==> src/timer_table_expiry_scan_macros.svh <==
// Assertion macros for the timer table expiry scan block.
`ifndef TIMER_TABLE_EXPIRY_SCAN_MACROS_SVH
`define TIMER_TABLE_EXPIRY_SCAN_MACROS_SVH

// Same-cycle implication, checked at every rising clock edge outside reset.
`define TTES_ASSERT_NOW(label, ante, cons, msg) \
  label: assert property (@(posedge clk) disable iff (rst) (ante) |-> (cons)) \
    else $error(msg);

// Next-cycle implication, checked at every rising clock edge outside reset.
`define TTES_ASSERT_NEXT(label, ante, cons, msg) \
  label: assert property (@(posedge clk) disable iff (rst) (ante) |=> (cons)) \
    else $error(msg);

`endif

==> src/ttes_pkg.sv <==
// Shared types, operation codes and defaults for the timer table expiry scan.
package ttes_pkg;

  // Default sizes of the slot table.
  localparam int SLOTS_DEF     = 16;
  localparam int TIME_BITS_DEF = 32;
  localparam int DATA_BITS_DEF = 32;

  // Operation codes.
  localparam logic [2:0] OP_TICK   = 3'd0;
  localparam logic [2:0] OP_INIT   = 3'd1;
  localparam logic [2:0] OP_ADD    = 3'd2;
  localparam logic [2:0] OP_DELETE = 3'd3;
  localparam logic [2:0] OP_MODIFY = 3'd4;

  // Result kinds.
  localparam logic KIND_FIRE = 1'b0;
  localparam logic KIND_DONE = 1'b1;

  // Input word.
  typedef struct packed {
    logic [2:0]  op;
    logic [3:0]  slot;
    logic [31:0] expiry;
    logic [31:0] payload;
    logic        has_handler;
  } item_t;

  // Result word.
  typedef struct packed {
    logic        kind;
    logic [3:0]  fired_slot;
    logic [31:0] fired_data;
    logic        flag;
    logic [31:0] now;
    logic [4:0]  armed_count;
    logic        last;
  } result_t;

  // Commands from the controller to the datapath.
  typedef struct packed {
    logic exec_op;
    logic tick_start;
    logic scan_step;
    logic emit_done;
  } ttes_cmd_t;

  // Status from the datapath to the controller.
  typedef struct packed {
    logic scan_last;
  } ttes_status_t;

endpackage

==> src/ttes_ram.sv <==
// Generic single-write, single-read RAM with registered read data.
module ttes_ram #(
  parameter int WIDTH = 8,
  parameter int DEPTH = 16
) (
  input  logic                     clk,
  input  logic                     we,
  input  logic [$clog2(DEPTH)-1:0] waddr,
  input  logic [WIDTH-1:0]         wdata,
  input  logic [$clog2(DEPTH)-1:0] raddr,
  output logic [WIDTH-1:0]         rdata
);

  logic [WIDTH-1:0] mem [DEPTH];

  // Write port and registered read port.
  always_ff @(posedge clk) begin
    if (we) begin
      mem[waddr] <= wdata;
    end
    rdata <= mem[raddr];
  end

endmodule

==> src/ttes_ctrl.sv <==
// Controller state machine: sequences single operations and the tick scan.
module ttes_ctrl import ttes_pkg::*; (
  input  logic         clk,
  input  logic         rst,
  input  logic         start,
  input  logic [2:0]   op,
  input  ttes_status_t status,
  output ttes_cmd_t    cmd,
  output logic         busy
);

  localparam logic [1:0] S_IDLE = 2'd0;
  localparam logic [1:0] S_SCAN = 2'd1;
  localparam logic [1:0] S_DONE = 2'd2;

  logic [1:0] state;
  logic [1:0] state_next;

  assign busy = (state != S_IDLE);

  // Next state and command decode.
  always_comb begin
    state_next = state;
    cmd        = '0;
    case (state)
      S_IDLE: begin
        if (start) begin
          if (op == OP_TICK) begin
            cmd.tick_start = 1'b1;
            state_next     = S_SCAN;
          end else begin
            cmd.exec_op = 1'b1;
          end
        end
      end
      S_SCAN: begin
        cmd.scan_step = 1'b1;
        if (status.scan_last) begin
          state_next = S_DONE;
        end
      end
      S_DONE: begin
        cmd.emit_done = 1'b1;
        state_next    = S_IDLE;
      end
      default: begin
        state_next = S_IDLE;
      end
    endcase
  end

  // State register.
  always_ff @(posedge clk) begin
    if (rst) begin
      state <= S_IDLE;
    end else begin
      state <= state_next;
    end
  end

endmodule

==> src/ttes_dpath.sv <==
// Datapath: tick counter, armed flags, slot memory, scan index and result register.
module ttes_dpath import ttes_pkg::*; #(
  parameter int SLOTS     = SLOTS_DEF,
  parameter int TIME_BITS = TIME_BITS_DEF,
  parameter int DATA_BITS = DATA_BITS_DEF
) (
  input  logic         clk,
  input  logic         rst,
  input  ttes_cmd_t    cmd,
  input  item_t        item,
  output ttes_status_t status,
  output result_t      result,
  output logic         result_strobe
);

  localparam int IDX_W  = $clog2(SLOTS);
  localparam int CNT_W  = $clog2(SLOTS + 1);
  localparam int WORD_W = TIME_BITS + DATA_BITS;

  logic [TIME_BITS-1:0] count;
  logic [SLOTS-1:0]     armed;
  logic [CNT_W-1:0]     total;
  logic [IDX_W-1:0]     idx;

  // Slot addressing of the incoming operation.
  logic [6:0]       slot_wide;
  logic             slot_ok;
  logic [IDX_W-1:0] slot_idx;
  logic             armed_cur;

  assign slot_wide = 7'(item.slot);
  assign slot_ok   = (slot_wide < 7'(SLOTS));
  assign slot_idx  = IDX_W'(slot_wide);
  assign armed_cur = armed[slot_idx];

  // Operation decode: new armed bit, memory write and flag.
  logic             armed_new;
  logic             op_we;
  logic [WORD_W-1:0] op_word;
  logic             op_flag;

  always_comb begin
    armed_new = armed_cur;
    op_we     = 1'b0;
    op_flag   = 1'b0;
    op_word   = {TIME_BITS'(item.expiry), DATA_BITS'(item.payload)};
    case (item.op)
      OP_INIT: begin
        armed_new = 1'b0;
        op_we     = 1'b1;
        op_word   = '0;
      end
      OP_ADD: begin
        if (!armed_cur) begin
          op_we     = 1'b1;
          armed_new = item.has_handler;
          op_flag   = item.has_handler;
        end
      end
      OP_DELETE: begin
        op_flag   = armed_cur;
        armed_new = 1'b0;
      end
      OP_MODIFY: begin
        op_flag   = armed_cur;
        op_we     = 1'b1;
        armed_new = item.has_handler;
      end
      default: begin
        armed_new = armed_cur;
      end
    endcase
    if (!slot_ok) begin
      armed_new = armed_cur;
      op_we     = 1'b0;
      op_flag   = 1'b0;
    end
  end

  // Armed count after the operation.
  logic [CNT_W-1:0] op_total;

  always_comb begin
    op_total = total;
    if (armed_new && !armed_cur) begin
      op_total = total + CNT_W'(1);
    end else if (!armed_new && armed_cur) begin
      op_total = total - CNT_W'(1);
    end
  end

  // Slot memory holds expiry and data word per slot.
  logic [IDX_W-1:0]  raddr;
  logic [WORD_W-1:0] rd_word;
  logic              scan_last;

  assign scan_last = (idx == IDX_W'(SLOTS - 1));
  assign raddr     = (cmd.tick_start || scan_last) ? '0 : idx + IDX_W'(1);
  assign status.scan_last = scan_last;

  ttes_ram #(
    .WIDTH (WORD_W),
    .DEPTH (SLOTS)
  ) u_slot_ram (
    .clk   (clk),
    .we    (cmd.exec_op && op_we),
    .waddr (slot_idx),
    .wdata (op_word),
    .raddr (raddr),
    .rdata (rd_word)
  );

  // A scanned slot fires when armed and its expiry is at or below the count.
  logic [TIME_BITS-1:0] rd_exp;
  logic [DATA_BITS-1:0] rd_data;
  logic                 hit;

  assign rd_exp  = rd_word[WORD_W-1 -: TIME_BITS];
  assign rd_data = rd_word[DATA_BITS-1:0];
  assign hit     = armed[idx] && (rd_exp <= count);

  // Counter, armed flags, total and scan index.
  always_ff @(posedge clk) begin
    if (rst) begin
      count <= '0;
      armed <= '0;
      total <= '0;
      idx   <= '0;
    end else begin
      if (cmd.tick_start) begin
        count <= count + TIME_BITS'(1);
        idx   <= '0;
      end else if (cmd.scan_step) begin
        idx <= idx + IDX_W'(1);
      end
      if (cmd.exec_op) begin
        armed[slot_idx] <= armed_new;
        total           <= op_total;
      end else if (cmd.scan_step && hit) begin
        armed[idx] <= 1'b0;
        total      <= total - CNT_W'(1);
      end
    end
  end

  // Result strobe.
  always_ff @(posedge clk) begin
    if (rst) begin
      result_strobe <= 1'b0;
    end else begin
      result_strobe <= cmd.exec_op || (cmd.scan_step && hit) || cmd.emit_done;
    end
  end

  // Result word.
  always_ff @(posedge clk) begin
    if (cmd.exec_op) begin
      result.kind        <= KIND_DONE;
      result.fired_slot  <= item.slot;
      result.fired_data  <= '0;
      result.flag        <= op_flag;
      result.now         <= 32'(count);
      result.armed_count <= 5'(op_total);
      result.last        <= 1'b1;
    end else if (cmd.scan_step) begin
      result.kind        <= KIND_FIRE;
      result.fired_slot  <= 4'(idx);
      result.fired_data  <= 32'(rd_data);
      result.flag        <= 1'b0;
      result.now         <= 32'(count);
      result.armed_count <= 5'(total - CNT_W'(1));
      result.last        <= 1'b0;
    end else if (cmd.emit_done) begin
      result.kind        <= KIND_DONE;
      result.fired_slot  <= '0;
      result.fired_data  <= '0;
      result.flag        <= 1'b0;
      result.now         <= 32'(count);
      result.armed_count <= 5'(total);
      result.last        <= 1'b1;
    end
  end

endmodule

==> src/timer_table_expiry_scan.sv <==
// Top level of the timer table expiry scan block.
// A word is taken when start is high and busy is low; each result word is registered
// and shows on result for one cycle with result_strobe high, and the receiver cannot
// stall it. Init, add, delete and modify do not raise busy, so they may follow each
// other every cycle. A tick holds busy through the scan and the done word, and no
// new word is taken meanwhile: the slot memory has one read port, so the scan reads
// one slot per cycle and may emit one fire word per slot, then one done word with
// last set.
module timer_table_expiry_scan import ttes_pkg::*; #(
  parameter int SLOTS     = SLOTS_DEF,
  parameter int TIME_BITS = TIME_BITS_DEF,
  parameter int DATA_BITS = DATA_BITS_DEF
) (
  input  logic    clk,
  input  logic    rst,
  input  logic    start,
  input  item_t   item,
  output logic    busy,
  output result_t result,
  output logic    result_strobe
);

`include "timer_table_expiry_scan_macros.svh"

  ttes_cmd_t    cmd;
  ttes_status_t status;

  // Controller.
  ttes_ctrl u_ctrl (
    .clk    (clk),
    .rst    (rst),
    .start  (start),
    .op     (item.op),
    .status (status),
    .cmd    (cmd),
    .busy   (busy)
  );

  // Datapath.
  ttes_dpath #(
    .SLOTS     (SLOTS),
    .TIME_BITS (TIME_BITS),
    .DATA_BITS (DATA_BITS)
  ) u_dpath (
    .clk           (clk),
    .rst           (rst),
    .cmd           (cmd),
    .item          (item),
    .status        (status),
    .result        (result),
    .result_strobe (result_strobe)
  );

  // An accepted tick starts the scan.
  `TTES_ASSERT_NEXT(a_tick_busy, start && !busy && item.op == OP_TICK, busy, "tick did not start a scan")
  // The final word of an item leaves the block ready for the next one.
  `TTES_ASSERT_NOW(a_last_idle, result_strobe && result.last, !busy, "busy after final word")
  // Fire words only come out during a scan.
  `TTES_ASSERT_NOW(a_fire_busy, result_strobe && !result.last, busy && result.kind == KIND_FIRE, "fire word outside a scan")

endmodule

==> config.mk <==
export PLATFORM = sky130hd
export DESIGN_NAME = timer_table_expiry_scan
export DESIGN_NICKNAME = d
export VERILOG_FILES = /design/src/ttes_pkg.sv /design/src/ttes_ram.sv /design/src/ttes_ctrl.sv /design/src/ttes_dpath.sv /design/src/timer_table_expiry_scan.sv
export VERILOG_INCLUDE_DIRS = /design/src /design/src/src
export SDC_FILE = /design/constraint.sdc
export NUM_CORES = 2
export LEC_CHECK = 0
export ABC_CLOCK_PERIOD_IN_PS = 12700
export BUFFER_PORTS_ARGS = -buffer_cell sky130_fd_sc_hd__buf_2
export CAP_MARGIN = 20
export CORE_MARGIN = 5
export CORE_UTILIZATION = 50
export DETAILED_ROUTE_END_ITERATION = 10
export PLACE_DENSITY = 0.65
export REMOVE_ABC_BUFFERS = 1
export SLEW_MARGIN = 20
export SYNTH_ARGS = -nofsm -noshare
export SYNTH_HDL_FRONTEND = slang
export SYNTH_SLANG_ARGS = --single-unit
==> constraint.sdc <==
create_clock -name clk -period 12.7 [get_ports clk]
set_clock_uncertainty 0.15 [all_clocks]
set_input_delay 3.81 -clock clk [delete_from_list [all_inputs] [get_ports clk]]
set_output_delay 3.81 -clock clk [all_outputs]
set_load 0.005 [all_outputs]
## Yosys cells after proc, flatten, opt, wreduce, memory -nomap -nowiden

Memory sizes are Yosys's and may differ from the RTL's. A register that Yosys moved wholly into a read port is not among the register bits.
Cells that the tools add are included.

| cells by class | value |
|---|---|
| reductions and logical operators | 23 |
| shift-type cells | 0 |
| multiply operators | 0 |
| eq/ne operators | 10 |
| div/mod/pow operators | 0 |
| add/subtract/negate cells | 4 |
| mux-type cells | 41 |
| bitwise logic cells | 2 |
| order comparisons | 6 |

Operators by type and width:

| cell | number |
|---|---|
| 76-bit two-way mux | 2 |
| 75-bit two-way mux | 1 |
| 64-bit two-way mux | 1 |
| 32-bit by 1-bit adder with 32-bit output, second input constant | 1 |
| 32-bit less-or-equal comparator | 1 |
| 16-bit two-way mux | 2 |
| 5-bit two-way mux | 4 |
| 16-bit bitwise AND | 1 |
| 16-bit bitwise mux | 1 |
| 1-bit two-way mux | 16 |
| 16-bit inverter | 1 |
| 4-bit by 5-bit less-than comparator with 1-bit output, second input constant | 3 |
| 2-bit two-way mux | 5 |
| 1-bit binary-select mux with 4-bit select | 2 |
| 1-bit demux with 4-bit select | 2 |
| 4-bit by 1-bit greater-or-equal comparator with 1-bit output, second input constant | 2 |
| 2-bit OR reduction | 4 |
| 1-bit logical AND | 7 |
| 3-bit by 2-bit == test with 1-bit output, second input constant | 2 |
| 2-bit nonzero test | 3 |
| 5-bit by 1-bit adder with 5-bit output, second input constant | 1 |
| 5-bit by 1-bit subtractor with 5-bit output, second input constant | 1 |
| 4-bit by 1-bit adder with 4-bit output, second input constant | 1 |
| 4-bit == test, second input constant | 1 |
| other kinds (16) | 21 |

| word-level totals | value |
|---|---|
| logic and storage cells | 100 |
| memories | 1 |
| bits in registers | 136 |
| output and inout port bits | 78 |
| ROM bits | 0 |
| latch bits | 0 |
| memory bits (writable) | 1024 |

Memory list:

| memory | words | width | rd ports | clocked after Yosys merged registers in | wr ports | RTL line | RTL |
|---|---|---|---|---|---|---|---|
| u_dpath.u_slot_ram.mem | 16 | 64 | 1 | 1 | 1 | ttes_ram.sv:14 | `logic [WIDTH-1:0] mem [DEPTH];` |

## Depth between registers and ports, before layout

| depth | value |
|---|---|
| word-level depth | 10 |
| depth in mapped cells | 11 |
| gate-level depth less buffers | 9 |

## By module

Synthesis repeated with hierarchy kept, for this count alone.

| second synthesis, totals | value |
|---|---|
| cells, all modules | 2403 |
| area, all modules | 46878.7 µm² |

Modules (own cells, without submodules):

| module | instances | sequential area each (µm²) | area an instance (µm²) | cells each |
|---|---|---|---|---|
| ttes_ram | 1 | 32030.7 | 39581.7 | 1647 |
| ttes_dpath | 1 | 3083.0 | 7159.4 | 741 |
| ttes_ctrl | 1 | 40.0 | 137.6 | 15 |

## Worst setup path before layout

OpenSTA, ideal clock, no wires.

| timing | value |
|---|---|
| kind | input -> register |
| from | input item[67] (netlist name) |
| to | memory u_dpath.u_slot_ram.mem[3][0] (netlist name) (enable) |
| arrival time | 8.190 ns |
| stages | 10 |
| path slack | 3.874 ns |
| setup time | 0.487 ns |
| cells stage by stage | buf_4 -> mux4_2 -> mux2i_1 -> mux2_2 -> buf_2 -> nand2_1 -> mux2i_1 -> o21ai_1 -> buf_2 -> nor2_1 |

| on the way | value |
|---|---|
| cells in the longest elaborated chain, start to end | 8 |
| elaborated cells between the ends (all ways) | 9 |
| those cells by class | order compare: 1; mux: 7; reduce/logical: 1 |

Ends and longest elaborated chain:

| element | RTL line | RTL |
|---|---|---|
| start: declaration | timer_table_expiry_scan.sv:17 | `input item_t item,` |
| 1-bit binary-select mux with 4-bit select | ttes_dpath.sv:34 | `assign armed_cur = armed[slot_idx];` |
| 1-bit two-way mux (not written as such) | ttes_dpath.sv:34 |  |
| 1-bit two-way mux | ttes_dpath.sv:54 | `if (!armed_cur) begin` |
| 1-bit case mux with 2 select lines | ttes_dpath.sv:47 | `case (item.op)` |
| 1-bit two-way mux | ttes_dpath.sv:73 | `if (!slot_ok) begin` |
| 1-bit logical AND | ttes_dpath.sv:106 | `.we (cmd.exec_op && op_we),` |
| 1-bit two-way mux | ttes_ram.sv:18 | `if (we) begin` |
| 1-bit two-way mux (not written as such) | ttes_ram.sv:19 | `mem[waddr] <= wdata;` |
| end: declaration | ttes_ram.sv:14 |  |

Parallel ways exist; a longest one is shown, timed or not. The select of a mux whose other input is x is not followed.

## Worst setup path after layout

| timing | value |
|---|---|
| from | input item[67] (netlist name) |
| to | memory u_dpath.u_slot_ram.mem[3][56] (netlist name) (enable) |

Same word-level chain as after synthesis.

==> results.txt <==
P&R area growth vs syn: 12.1%
initial antenna violation count: 1
fin nets: 3360
Root Buffer: clkbuf_16
DRT iter0 DRCs: 3379
WHS Path Cells: 0
Num CTS Buffers: 119
multi-input logic area: 11600 um^2
CP Class: in -> reg
Switching Fraction: 23.1%
met1 usage: 30.6%
commonest non-fill, non-tap cell in the layout: edfxtp_1
met3 usage in global routing: 3.79%
synthesized area: 47800 um^2
Max Clk Rate: 137 MHz
startpoint types: input port
Hold Crit Start: u_dpath.count[26]
CTS Hold Buffers Added: 0
DIE AREA: 102000 um^2
Max FO, Critical Path: 46
Final Instance Count excl. Fillers: 4612
flop2flop setup slack: 8.15 ns
gr busiest metal: met2
register area share after synthesis: 73.5%
GP Congestion: 0.806
clk sinks: 1223
status: finished clean
post-cts sizing count: 0
reg2reg path depth: 7
worst min path class: reg -> reg
synth unique cells: 62
share of cells above drive strength 1: 15.6%
clk slew on worst S/H paths: 0.07 ns
CP arrival: 7.46 ns
hpwl dp: 58700 um
static leakage: 0.0174 uW
die height: 319 um
post-route ant nets: 0
drt wl/cell: 24.4 um
DRC Markers: 0
net switching power figure: 2030 uW
total gr overflow: 0
worst slew pin tran: 1.19 ns
count of final hold-check violations: 0
final wirelength: 113000 um
Vias/cell: 6.03
Initial Util: 50.4%
FF+latch count, synth: 1223
number of synthesized flops with an enable pin: 1066
M2 GR Usage: 34.6%
CTS tree: built
final setup violation count: 0
RR Startpoint: u_dpath.idx[0]
count of pins over their slew limit: 0
Ports: 153
clock buffer depth: 3
Inst Count DP: 4384
Worst slew margin: 20.6%
PD cells: 164 nW/um^2
most frequent cells in the layout: 1066 x edfxtp_1, 312 x nand2_1, 157 x dfxtp_1, 152 x buf_2, 134 x a31oi_1
yosys warns: 0
critical path's largest stage delay: 0.87 ns
worst vdd ir: 0.120 mV
Buffers on Ports: 152
fillers: 7405
Place WS: 4.68 ns
Reg area: 35200 um^2
Vias: 27788
unrepaired setup endpoints after global routing: false
fin crit share: 57.6%
top_reg_cell synth: edfxtp_1
vias in the first global route: 27652
crit path capture type: flip-flop
worst setup margin: 5.39 ns
clock power share: 39.2%
core area: 95000 um^2
clock latency on the worst-skew pair: 0.69 ns
row cnt: 113
P_int: 6750 uW
Post-Syn Instances: 3151
Overall Global Routing Usage: 21.5%
Post-CTS Setup Bufs: 0
CP Data Required Time: 12.85 ns
htree depth: 3
max-cap check violation count: 0
DRT Pass-1 Iters: 6
syn_area_per_cell: 15.2 um^2
final period demand of the worst path: 7.31 ns
final core occ: 56.5%
post-synthesis async set-or-reset flop share: 0%
worst hold endpoint: u_dpath.result[32]
CP cell instances: buf_2 -> mux4_2 -> mux2i_1 -> mux2_2 -> nand2_1 -> mux2i_1 -> o21ai_4 -> buf_4 -> nor2_4 -> buf_4
global-route wire length before repair: 170000 um
Slowest cell on crit path: buf_4
Sequential Power Share: 51.9%
largest net degree at the start of global routing: 273
Comb pwr share: 8.8%
Reg-to-Reg End: u_dpath.u_slot_ram.rdata[8]
Chip Width: 319 um
[synthesized netlist by cell type (all sizes together), types with 35 or more instances]
cell | n | area share [%]
edfxtp | 1066 | 67
nand2 | 314 | 2.5
dfxtp | 157 | 6.6
o21ai | 155 | 1.6
a31oi | 134 | 1.8
and2 | 133 | 1.7
clkbuf | 132 | 1.0
a211oi | 131 | 2.3
o22ai | 130 | 1.7
o221ai | 128 | 2.3
buf | 100 | 1.2
nor2 | 76 | 0.60
nor2b | 73 | 0.95
mux4 | 72 | 3.4
nand3 | 55 | 0.58
ha | 43 | 1.1
inv | 43 | 0.34
a21oi | 36 | 0.38
xnor2 | 35 | 0.64
[logic make-up (layout without fill, tap and decap cells)]
logic type | Yosys count | in the layout | share of synthesized area [%]
buf+inv | 275 | 470 | 2.62
mux | 85 | 85 | 3.67
fa+ha+maj | 43 | 43 | 1.12
other cells | 0 | 1 | 0
compound gates | 777 | 777 | 11.2
simple gates | 710 | 710 | 7.19
xor+xnor | 38 | 38 | 0.696
flops | 1223 | 1223 | 73.5
[power groups by stage]
stage	sequential (uW)	clock, uW	combinational (uW)
floorplan	4610	0	565
global placement	4640	0	746
detailed placement	4640	0	769
CTS	4560	3500	773
global route	4570	3680	851
finish	4560	3440	773
[metrics by stage]
| step | cell area, um^2 | hold WS (ns) | TNS (ns) | power [uW] |
|---|---|---|---|---|
| finish | 53600 | 0.279 | 0 | 8780 |
| CTS | 53600 | 0.279 | 0 | 8840 |
| global placement | 49700 | 0.271 | 0 | 5390 |
| global route | 53600 | 0.288 | 0 | 9100 |
| floorplan | 46800 | 0.258 | -267.54 | 5180 |
| detailed placement | 49700 | 0.263 | 0 | 5410 |
[critical path, delay by kind of cell]
family          cells  cell delay [ns]
buf+inv             3             1.38
mux                 4             1.31
simple gates        2             0.76
compound gates      1             0.08
[layout make-up]
type | instances | share of cell area (%)
Multi-Input combinational cell | 1653 | 21.7
Antenna cell | 1 | 0.00467
Clock inverter | 62 | 0.879
Timing Repair Buffer | 202 | 2.27
Sequential cell | 1223 | 65.5
Clock buffer | 163 | 6.35
Inverter | 43 | 0.315
Tap cell | 1265 | 2.95
[registers in the layout, indices dropped and copies added, names as in the netlist]
signal and cells:
u_dpath.result_strobe 1, u_dpath.result 75, u_ctrl.state 2, u_dpath.armed 16, u_dpath.u_slot_ram.mem 1024, u_dpath.total 5
u_dpath.count 32, u_dpath.idx 4, u_dpath.u_slot_ram.rdata 64
[worst max path at each step]
stage,startpoint,end,slack (ns)
final,item[67],u_dpath.u_slot_ram.mem[3][56],5.39
after global routing,item[67],u_dpath.u_slot_ram.mem[3][62],5.19
after CTS,item[67],u_dpath.u_slot_ram.mem[12][48],5.40
after detailed placement,item[67],u_dpath.u_slot_ram.mem[12][26],4.68
after global placement,item[67],u_dpath.u_slot_ram.mem[12][30],4.68
after floorplan,u_dpath.idx[0],u_dpath.u_slot_ram.rdata[11],-4.19
[metal layers]
layer,part of all wire [%],vias up,wire [um]
met1,42,14065,47700
met2,48,1003,53900
li1,-,12537,-
met3,7.1,183,8030
met5,0,-,0
met4,2.7,0,3000
Power figures use the tool's default switching activity.
